--- src/hw/rtl/aabb_affine_transform_defines.svh ---
// Assertion macros shared by the box transform RTL.
// Every macro expects signals named clk and rst in the including scope.
`ifndef AABB_AFFINE_TRANSFORM_DEFINES_SVH
`define AABB_AFFINE_TRANSFORM_DEFINES_SVH

// Same-cycle implication, checked outside reset.
`define AAT_ASSERT_IMP(label, ante, cons, msg) \
  label: assert property (@(posedge clk) disable iff (rst) (ante) |-> (cons)) \
    else $error(msg);

// Next-cycle implication, checked outside reset.
`define AAT_ASSERT_NEXT(label, ante, cons, msg) \
  label: assert property (@(posedge clk) disable iff (rst) (ante) |=> (cons)) \
    else $error(msg);

`endif

--- src/hw/rtl/aat_pkg.sv ---
// Package for the box transform: register indexes, entry format, matrix type.
// No dependencies.
`timescale 1ns / 1ps

package aat_pkg;

  localparam int ENTRY_W     = 16;  // one signed matrix or translation entry
  localparam int COORD_FRAC  = 16;  // fraction bits of coordinates and sizes
  localparam int CFG_W       = 48;  // three entries per register
  localparam int CFG_IDX_W   = 2;

  typedef enum logic [CFG_IDX_W-1:0] {
    REG_COL0  = 2'd0,
    REG_COL1  = 2'd1,
    REG_COL2  = 2'd2,
    REG_TRANS = 2'd3
  } reg_idx_t;

  localparam logic [CFG_W-1:0] COL0_RESET  = 48'h0000_0000_1000;
  localparam logic [CFG_W-1:0] COL1_RESET  = 48'h0000_1000_0000;
  localparam logic [CFG_W-1:0] COL2_RESET  = 48'h1000_0000_0000;
  localparam logic [CFG_W-1:0] TRANS_RESET = 48'h0000_0000_0000;

  // col[k][r]: entry for input axis k, output row r; trans[r] per output row
  typedef struct packed {
    logic [2:0][2:0][ENTRY_W-1:0] col;
    logic [2:0][ENTRY_W-1:0]      trans;
  } matrix_t;

endpackage

--- src/hw/rtl/aat_sum.sv ---
// Accumulation stage: adds products, translation and rounding offset per row.
// Depends on aat_pkg for the matrix type and entry format.
`timescale 1ns / 1ps

module aat_sum
  import aat_pkg::*;
#(
  parameter int COORD_WIDTH      = 32,
  parameter int MATRIX_FRAC_BITS = 12
) (
  input  logic                                  clk,
  input  logic                                  rst,
  input  logic                                  in_valid,
  output logic                                  in_ready,
  input  logic signed [COORD_WIDTH+ENTRY_W-1:0] cprod [3][3],
  input  logic        [COORD_WIDTH+ENTRY_W-2:0] sprod [3][3],
  input  matrix_t                               mat,
  output logic                                  out_valid,
  input  logic                                  out_ready,
  output logic signed [COORD_WIDTH+ENTRY_W+1:0] csum [3],
  output logic        [COORD_WIDTH+ENTRY_W:0]   usum [3]
);

  localparam int SUMW = COORD_WIDTH + ENTRY_W + 2;
  localparam int UW   = COORD_WIDTH + ENTRY_W + 1;
  localparam logic signed [SUMW-1:0] CROUND = SUMW'(1) <<< (MATRIX_FRAC_BITS - 1);
  localparam logic        [UW-1:0]   UROUND = UW'(1) << (MATRIX_FRAC_BITS - 1);

  logic signed [SUMW-1:0] csum_next [3];
  logic        [UW-1:0]   usum_next [3];
  logic signed [SUMW-1:0] tsh       [3];

  assign in_ready = !out_valid || out_ready;

  always_comb begin
    for (int r = 0; r < 3; r++) begin
      tsh[r] = SUMW'($signed(mat.trans[r])) <<< COORD_FRAC;
      csum_next[r] = SUMW'(cprod[r][0]) + SUMW'(cprod[r][1]) + SUMW'(cprod[r][2])
                   + tsh[r] + CROUND;
      usum_next[r] = UW'(sprod[r][0]) + UW'(sprod[r][1]) + UW'(sprod[r][2]) + UROUND;
    end
  end

  always_ff @(posedge clk) begin
    if (rst) begin
      out_valid <= 1'b0;
    end else if (in_ready) begin
      out_valid <= in_valid;
    end
    if (in_ready && in_valid) begin
      csum <= csum_next;
      usum <= usum_next;
    end
  end

endmodule

--- config.mk ---
export PLATFORM = sky130hd
export DESIGN_NAME = aat_sum
export DESIGN_NICKNAME = d
export VERILOG_FILES = /design/src/hw/rtl/aabb_affine_transform_defines.svh /design/src/hw/rtl/aat_pkg.sv /design/src/hw/rtl/aat_sum.sv
export SDC_FILE = /design/constraint.sdc
export NUM_CORES = 2
export LEC_CHECK = 0
export ABC_AREA = 0
export BUFFER_PORTS_ARGS = -buffer_cell sky130_fd_sc_hd__clkbuf_2
export CELL_PAD_IN_SITES_DETAIL_PLACEMENT = 0
export CELL_PAD_IN_SITES_GLOBAL_PLACEMENT = 1
export CORE_AREA = 2 2 522 524
export DETAILED_ROUTE_END_ITERATION = 8
export DIE_AREA = 0 0 524 526
export PLACE_DENSITY_LB_ADDON = 0.1
export SKIP_LAST_GASP = 1
export SLEW_MARGIN = 15
export SYNTH_ARGS = -nofsm -noshare
export SYNTH_HDL_FRONTEND = slang
export SYNTH_SLANG_ARGS = --single-unit
export TNS_END_PERCENT = 30
--- constraint.sdc ---
create_clock -name clk -period 12.8 [get_ports clk]
set_input_delay 1.28 -clock clk [delete_from_list [all_inputs] [get_ports clk]]
set_output_delay 1.28 -clock clk [all_outputs]
set_load 0.005 [all_outputs]
==> reports/results.ini <==
[synth]
synth_seq_cells=298
netlist_area_um2=38000
synth_nets=5999
synth_area_leaders=edfxtp_1 23%, fa_1 21%, ha_1 15%
synth_top_area_cell=edfxtp_1
synth_edf_count=297
synth_cell_type_count=92
synthFlopType=edfxtp_1
synth_seq_area_share_pct=23.5
syn_inst=4096
yosysWarnings=0
synth.avg_cell_area_um2=9.27
async_reset_ff_share_pct=0
synth_top_cell_area_share_pct=23.5

[clock_tree]
clock_sinks=298
clkTransAtPathRegs_ps=60
ctsResizeCount=0
cts_setup_buffers=0
cts_tree=yes
numCtsBuffers=55
worstSkewPairLatency_ps=700
clockRootBuffer=clkbuf_16
h-tree-depth=2
cts_hold_buf=0
clk_path_buf_depth=3

[drt]
dr_total_vias=31909
drtAntennaViolNets=0
drcViolationCount=0
viasPerCell=3.58
drt_iter0_drc=1203
wl_per_cell_um=20.8
first_pass_iters=7
routed_wl_um=185000

[global_route]
grt_pass1_wl_um=260000
grt_use_met3_pct=3.91
grt_use_total_pct=13.1
grt-busiest-layer=met2
grtUsageMet2_pct=23.1
overflow=0
grt_pass1_vias=35501
grt_max_degree=89
grtUsageMet1_pct=15.9
antenna_found_initial=26

[cells_and_area]
nFillCells=30627
nets=7201
seq_area_um2=8940
layout-area-overhead-vs-synth_pct=31.8
multi_input_area_um2=24100
layout-drive-gt1-share_pct=25.1

[floorplanning]
dieArea_um2=276000
coreArea_um2=270000
rows=191
start_util_pct=14.1
io_pins=1350
die_y_um=526
dieWidth_um=524

[power]
powerDensity_nw_per_um2=155
power.total_uw=7760
ir_drop_uv=118
p_leak_uw=0.0265

[setup_path]
start_kind=primary input
worstPathArrival_ps=6420
required_ps=13240
path_max_fanout=4
critical_path_class=primary input to flop
cp-end-kind=flop

[min_path]
hold_class=flop to flop

[timing]
setup_viol=0
final.setup.tns_ps=0
worst_pin_slew_ps=998
finalMaxSlewViolations=0
fin_crit_sh_pct=46.7
fmax_mhz=167
min_period_ps=5980
finalWorstSetupSlack_ps=6820
rsz0062_at_grt=no
max_slew_margin_pct=32.9
timing.final.hold_violations=0
fin_hold_ws_ps=547
skew_ps=28.7

[placed_design]
gp_routability_congestion=0.810
pre_cts_slack_ps=6100
dpl.hpwl_um=166000
numPortBuffers=1205

[outcome]
status=finished, final reports clean

[job]
drv_cap=0

[cell usage after synthesis, types with 5 or more instances]
cell type     n
ha_1        462
xnor2_1     173
o211ai_1      8
a221oi_1     11
nor2b_1      28
a21o_1      177
a21oi_1     266
nand2b_1     28
o21a_1       28
a221o_1       8
nand4_1      51
xor2_1       89
and4_1        8
o21ai_0      96
a31oi_1      32
or3_1         5
nor2_1      135
a41oi_1       9
a211oi_1     21
buf_2         6
nand2_1     154
o21bai_1     45
o31ai_1      10
edfxtp_1    297
fa_1        390
nand3_1      47
a211o_1       7
inv_1      1231
o21ai_1      35
nor3_1       29
and3_1       25
and2_1        9
clkbuf_1     63
or2_2         7
[area by class of cell]
type,instances,area share [%]
clock inverter,30,0.578
timing repair buffer,1215,12.2
tap,3570,8.93
sequential,298,17.9
antenna,6,0.0300
multi-input combinational,2496,48.2
clock buffer,69,2.90
inverter,1232,9.24
[worst max-delay path: stages]
cell and delay, ps:
clkbuf_2 210, fa_1 670, ha_1 370, ha_1 220, fa_1 490, a211oi_1 240
nor2_1 130, o221ai_2 390, o211ai_2 230, a21oi_2 380, o31ai_1 250, a2111oi_2 540
o31ai_1 160, buf_4 190, a21o_1 220, a211o_1 280, xor2_1 140
[kinds of logic after synthesis]
group,after synthesis,synth area share [%]
adders and majority gates,852,35.8
AOI/OAI and AO/OA,836,14.7
DFF,298,23.5
xor gates and xnor gates,262,6.04
buffers and inverters,1302,12.9
and+or+nand+nor,546,6.99
[stage by stage]
stage | utilization (%) | instances | cell area [µm²]
after floorplan | - | 4096 | 38000
after global placement | 17.9 | 8811 | 48300
after detailed placement | 17.9 | 8811 | 48300
after CTS | 18.5 | 8910 | 50000
after global routing | 18.5 | 8912 | 50000
final | 18.5 | 8916 | 50000
[registers in the layout, summed over array words and instances, names as in the netlist]
register and count:
csum 150, usum 147, out_valid 1
[worst paths after layout]
kind	startpoint	endpoint	slack (ps)	cells past startpoint
setup / recovery	cprod[145]	csum[94]	6820	17
hold / removal	out_valid	out_valid	550	2
setup reg to reg	out_valid	usum[51]	9740	4
hold reg to reg	out_valid	out_valid	550	2
[layer usage]
| metal | routed length [µm] | share of wire (%) |
|---|---|---|
| met1 | 77800 | 42 |
| met2 | 91000 | 49 |
| met3 | 13500 | 7.3 |
| met4 | 2900 | 1.6 |
| met5 | 137 | 0.074 |
[power breakdown]
part / internal (µW) / switching (µW)
clock: 893 / 653
sequential: 1620 / 113
combinational: 1760 / 2720
total: 4270 / 3490
[placed cells by master (no fill, tap or decap), types with 47 or more instances in the layout]
master / Yosys / layout
nand4_1: 51 / 51
a21oi_1: 266 / 266
a21o_1: 177 / 177
nand2_1: 154 / 154
nor2_1: 135 / 135
xnor2_1: 173 / 173
inv_1: 1231 / 1231
fa_1: 390 / 390
ha_1: 462 / 462
clkbuf_2: 0 / 1205
clkbuf_16: 0 / 56
nand3_1: 47 / 47
xor2_1: 89 / 89
o21ai_0: 96 / 96
edfxtp_1: 297 / 297
Power figures use the tool's default switching activity.
