--- src/hw/rtl/aabb_affine_transform_defines.svh ---
// Assertion macros shared by the box transform RTL.
// Every macro expects signals named clk and rst in the including scope.
`ifndef AABB_AFFINE_TRANSFORM_DEFINES_SVH
`define AABB_AFFINE_TRANSFORM_DEFINES_SVH

// Same-cycle implication, checked outside reset.
`define AAT_ASSERT_IMP(label, ante, cons, msg) \
  label: assert property (@(posedge clk) disable iff (rst) (ante) |-> (cons)) \
    else $error(msg);

// Next-cycle implication, checked outside reset.
`define AAT_ASSERT_NEXT(label, ante, cons, msg) \
  label: assert property (@(posedge clk) disable iff (rst) (ante) |=> (cons)) \
    else $error(msg);

`endif

--- src/hw/rtl/aat_pkg.sv ---
// Package for the box transform: register indexes, entry format, matrix type.
// No dependencies.
`timescale 1ns / 1ps

package aat_pkg;

  localparam int ENTRY_W     = 16;  // one signed matrix or translation entry
  localparam int COORD_FRAC  = 16;  // fraction bits of coordinates and sizes
  localparam int CFG_W       = 48;  // three entries per register
  localparam int CFG_IDX_W   = 2;

  typedef enum logic [CFG_IDX_W-1:0] {
    REG_COL0  = 2'd0,
    REG_COL1  = 2'd1,
    REG_COL2  = 2'd2,
    REG_TRANS = 2'd3
  } reg_idx_t;

  localparam logic [CFG_W-1:0] COL0_RESET  = 48'h0000_0000_1000;
  localparam logic [CFG_W-1:0] COL1_RESET  = 48'h0000_1000_0000;
  localparam logic [CFG_W-1:0] COL2_RESET  = 48'h1000_0000_0000;
  localparam logic [CFG_W-1:0] TRANS_RESET = 48'h0000_0000_0000;

  // col[k][r]: entry for input axis k, output row r; trans[r] per output row
  typedef struct packed {
    logic [2:0][2:0][ENTRY_W-1:0] col;
    logic [2:0][ENTRY_W-1:0]      trans;
  } matrix_t;

endpackage

--- src/hw/rtl/aat_sat.sv ---
// Output stage: drops the fraction bits, clamps each field, registers the result.
// Depends on aat_pkg for the entry width.
`timescale 1ns / 1ps

module aat_sat
  import aat_pkg::*;
#(
  parameter int COORD_WIDTH      = 32,
  parameter int MATRIX_FRAC_BITS = 12
) (
  input  logic                                  clk,
  input  logic                                  rst,
  input  logic                                  in_valid,
  output logic                                  in_ready,
  input  logic signed [COORD_WIDTH+ENTRY_W+1:0] csum [3],
  input  logic        [COORD_WIDTH+ENTRY_W:0]   usum [3],
  output logic                                  out_valid,
  input  logic                                  out_ready,
  output logic signed [COORD_WIDTH-1:0]         out_center [3],
  output logic        [COORD_WIDTH-2:0]         out_size   [3],
  output logic                                  saturated
);

  localparam int SUMW = COORD_WIDTH + ENTRY_W + 2;
  localparam int UW   = COORD_WIDTH + ENTRY_W + 1;
  localparam logic signed [SUMW-1:0] CMAX =
    {{(SUMW-COORD_WIDTH+1){1'b0}}, {(COORD_WIDTH-1){1'b1}}};
  localparam logic signed [SUMW-1:0] CMIN =
    {{(SUMW-COORD_WIDTH+1){1'b1}}, {(COORD_WIDTH-1){1'b0}}};
  localparam logic [UW-1:0] SMAX =
    {{(UW-COORD_WIDTH+1){1'b0}}, {(COORD_WIDTH-1){1'b1}}};

  logic signed [SUMW-1:0]        cshift [3];
  logic        [UW-1:0]          ushift [3];
  logic signed [COORD_WIDTH-1:0] center_next [3];
  logic        [COORD_WIDTH-2:0] size_next   [3];
  logic                          sat_next;

  assign in_ready = !out_valid || out_ready;

  always_comb begin
    sat_next = 1'b0;
    for (int r = 0; r < 3; r++) begin
      cshift[r] = csum[r] >>> MATRIX_FRAC_BITS;
      ushift[r] = usum[r] >> MATRIX_FRAC_BITS;
      if (cshift[r] > CMAX) begin
        center_next[r] = CMAX[COORD_WIDTH-1:0];
        sat_next       = 1'b1;
      end else if (cshift[r] < CMIN) begin
        center_next[r] = CMIN[COORD_WIDTH-1:0];
        sat_next       = 1'b1;
      end else begin
        center_next[r] = cshift[r][COORD_WIDTH-1:0];
      end
      if (ushift[r] > SMAX) begin
        size_next[r] = SMAX[COORD_WIDTH-2:0];
        sat_next     = 1'b1;
      end else begin
        size_next[r] = ushift[r][COORD_WIDTH-2:0];
      end
    end
  end

  always_ff @(posedge clk) begin
    if (rst) begin
      out_valid <= 1'b0;
    end else if (in_ready) begin
      out_valid <= in_valid;
    end
    if (in_ready && in_valid) begin
      out_center <= center_next;
      out_size   <= size_next;
      saturated  <= sat_next;
    end
  end

endmodule

--- config.mk ---
export PLATFORM = sky130hd
export DESIGN_NAME = aat_sat
export DESIGN_NICKNAME = d
export VERILOG_FILES = /design/src/hw/rtl/aabb_affine_transform_defines.svh /design/src/hw/rtl/aat_pkg.sv /design/src/hw/rtl/aat_sat.sv
export SDC_FILE = /design/constraint.sdc
export NUM_CORES = 1
export LEC_CHECK = 0
export ABC_AREA = 1
export BUFFER_PORTS_ARGS = -buffer_cell sky130_fd_sc_hd__buf_2
export CORE_AREA = 3 3 188 190
export CTS_BUF_LIST = sky130_fd_sc_hd__clkbuf_4
export DETAILED_ROUTE_END_ITERATION = 8
export DIE_AREA = 0 0 191 193
export PLACE_DENSITY = 0.55
export SLEW_MARGIN = 25
export SYNTH_ARGS = -nofsm -noshare
export SYNTH_HDL_FRONTEND = slang
export SYNTH_SLANG_ARGS = --single-unit
--- constraint.sdc ---
create_clock -name clk -period 15 [get_ports clk]
set_input_delay 1.5 -clock clk [delete_from_list [all_inputs] [get_ports clk]]
set_output_delay 1.5 -clock clk [all_outputs]
set_load 0.02 [all_outputs]
==> results.json <==
{
  "gp_congestion": 0.758,
  "grt_use_total_pct": 11.4,
  "fp-row-count": 67,
  "dp_hpwl_um": 16400,
  "die_area_sq_um": 36900,
  "area_growth_pct": 36.0,
  "p_leak_nw": 4.53,
  "switching_power_mw": 0.289,
  "fin_crit_sh_pct": 22.8,
  "layout.cells.non_filler": 1536,
  "cts_setup_buffers": 0,
  "cts_root_buf": "clkbuf_4",
  "nets": 1375,
  "syn_nets": 956,
  "cts_tree": "done",
  "antenna_found_initial": 2,
  "setup.worst_path.start_class": "input pin",
  "via_per_inst": 3.79,
  "vias": 5817,
  "rsz0062_at_grt": "no",
  "die_h_um": 193,
  "netlist_area_sq_um": 7730,
  "ios": 493,
  "max_freq_mhz": 292,
  "ys_warn_count": 0,
  "yosys.cell_types.count": 18,
  "required_ps": 13500,
  "final_cell_mix": "420 x buf_2, 281 x nand2_1, 190 x edfxtp_1",
  "initial_core_util_pct": 23.0,
  "wl_per_cell_um": 14.4,
  "hold_slack_ps": 540,
  "drcViolationCount": 0,
  "cts_hold_buf": 0,
  "path_max_fanout": 2,
  "combPwrFrac_pct": 12.9,
  "die_w_um": 191,
  "h-tree-depth": 4,
  "dp_slack_ps": 11390,
  "endpoint_kind": "output port",
  "dp_cells": 1502,
  "layout_commonest_cell": "buf_2",
  "grt_pass1_wl_um": 31700,
  "path_clk_slew_ps": 160,
  "dr.pass1.iters": 4,
  "swShare_pct": 28.3,
  "peakVddDrop_mv": 0.0390,
  "io_buffers": 420,
  "min_period_ps": 3420,
  "final_core_util_pct": 31.3,
  "clockBufferDepth": 2,
  "hold_path.class": "reg2reg",
  "cp_slowest_cell": "buf_2",
  "seqPwrFrac_pct": 60.5,
  "critPathKind": "in2out",
  "ant_nets": 0,
  "fin_setup_tns_ps": 0,
  "drive_above_1_share_pct": 45.2,
  "p_clk_share_pct": 26.6,
  "clk_latency_ps": 600,
  "yosysSeqAreaShare_pct": 74.1,
  "setup_violations": 0,
  "numCtsBuffers": 17,
  "grt_max_degree": 79,
  "worstPathCellList": "buf_2 > inv_1 > nand2_1 > buf_2",
  "netlist_instances": 655,
  "intPower_mw": 0.734,
  "finalWirelength_um": 22100,
  "synth_area_per_cell_sq_um": 11.8,
  "grt_pass1_vias": 5717,
  "core_sq_um": 33600,
  "crit_arrival_ps": 1920,
  "cpMostUsedCell": "buf_2",
  "synth-seq-cells": 191,
  "fin_skew_ps": 19.4,
  "setup_slack_ps": 11580,
  "slew_headroom_pct": 35.2,
  "cts_sinks": 191,
  "cpPeakStageDelay_ps": 160,
  "maxCapViolations": 0,
  "slew_violations": 0,
  "status": "finished clean",
  "post_cts_resized": 0,
  "hold_viol": 0,
  "grt_overflow": 0,
  "drt-initial-drc-count": 177,
  "tightest_slew_ps": 972,
  "p_per_area_nw_per_um2": 97.4
}
[flip-flops by register name, indices dropped and copies added (netlist names)]
signal and flops:
saturated 1, out_size 93, out_center 96, out_valid 1
[synth_stat cells]
| master | count | area share (%) |
|---|---|---|
| dfxtp_1 | 1 | 0.26 |
| buf_6 | 8 | 1.2 |
| o21ai_4 | 2 | 0.42 |
| buf_8 | 1 | 0.19 |
| nor2_1 | 17 | 0.83 |
| clkbuf_1 | 3 | 0.15 |
| a21oi_1 | 2 | 0.13 |
| nor2_2 | 1 | 0.081 |
| nand4_2 | 1 | 0.16 |
| inv_1 | 103 | 5.0 |
| nor3_4 | 3 | 0.63 |
| nand3_1 | 2 | 0.13 |
| nand2_1 | 281 | 14 |
| edfxtp_1 | 190 | 74 |
| nand4_1 | 1 | 0.081 |
| nand2_2 | 21 | 1.7 |
| buf_4 | 13 | 1.3 |
| buf_2 | 5 | 0.32 |
[kinds of logic (layout without fill, tap and decap cells)]
group,Yosys count,count (layout),share of synthesized area [%]
AND/OR/NAND/NOR,327,327,17.3
flip-flops,191,191,74.1
buffers and inverters,133,565,8.10
AO/OA/AOI/OAI,4,4,0.551
other,0,1,0
[stage by stage]
step,area (sq um),power [mW]
final,10500,1.02
after detailed placement,10200,0.766
after global placement,10200,0.765
after floorplan,7730,0.712
after global routing,10500,1.08
after CTS,10500,1.04
[layout make-up]
class / count / area [sq um]
inverter: 103 / 387
antenna: 1 / 2.50
clock inverter: 14 / 124
multi-input combinational: 331 / 1390
timing repair buffer: 430 / 2190
sequential: 191 / 5730
clock buffer: 18 / 135
tap: 448 / 561
fill: 3564 / 23100
[power by group through the flow]
| stage | Combinational [mW] | Sequential [mW] | Clock [mW] |
|---|---|---|---|
| after floorplan | 0.0407 | 0.671 | 0 |
| final | 0.133 | 0.619 | 0.272 |
| after detailed placement | 0.134 | 0.632 | 0 |
| after global routing | 0.147 | 0.621 | 0.308 |
| after global placement | 0.134 | 0.631 | 0 |
| after CTS | 0.135 | 0.620 | 0.290 |
[worst max-delay path, delay by kind of cell]
family	cells	cell delay, ps
and+or+nand+nor	1	70
buffers and inverters	3	340
[layer usage]
metal	vias to the layer above	track usage (%)	wire, um
met3	26	4.47	2070
met4	2	4.18	417
met2	264	19.4	10800
met1	2627	13.1	8820
met5	-	0	13
li1	2898	-	-
[worst paths after layout]
path	endpoint	slack (ps)	cells after the start	startpoint
worst max register to register	out_size[76]$_SDFFCE_PN1P_	12720	3	out_valid$_SDFFE_PP0N_
worst max-delay path	in_ready	11580	4	out_ready
worst min-delay path	out_valid$_SDFFE_PP0N_	540	2	out_valid$_SDFFE_PP0N_
worst min register to register	out_valid$_SDFFE_PP0N_	540	2	out_valid$_SDFFE_PP0N_
No activity file was read; power rests on OpenSTA's default activity.
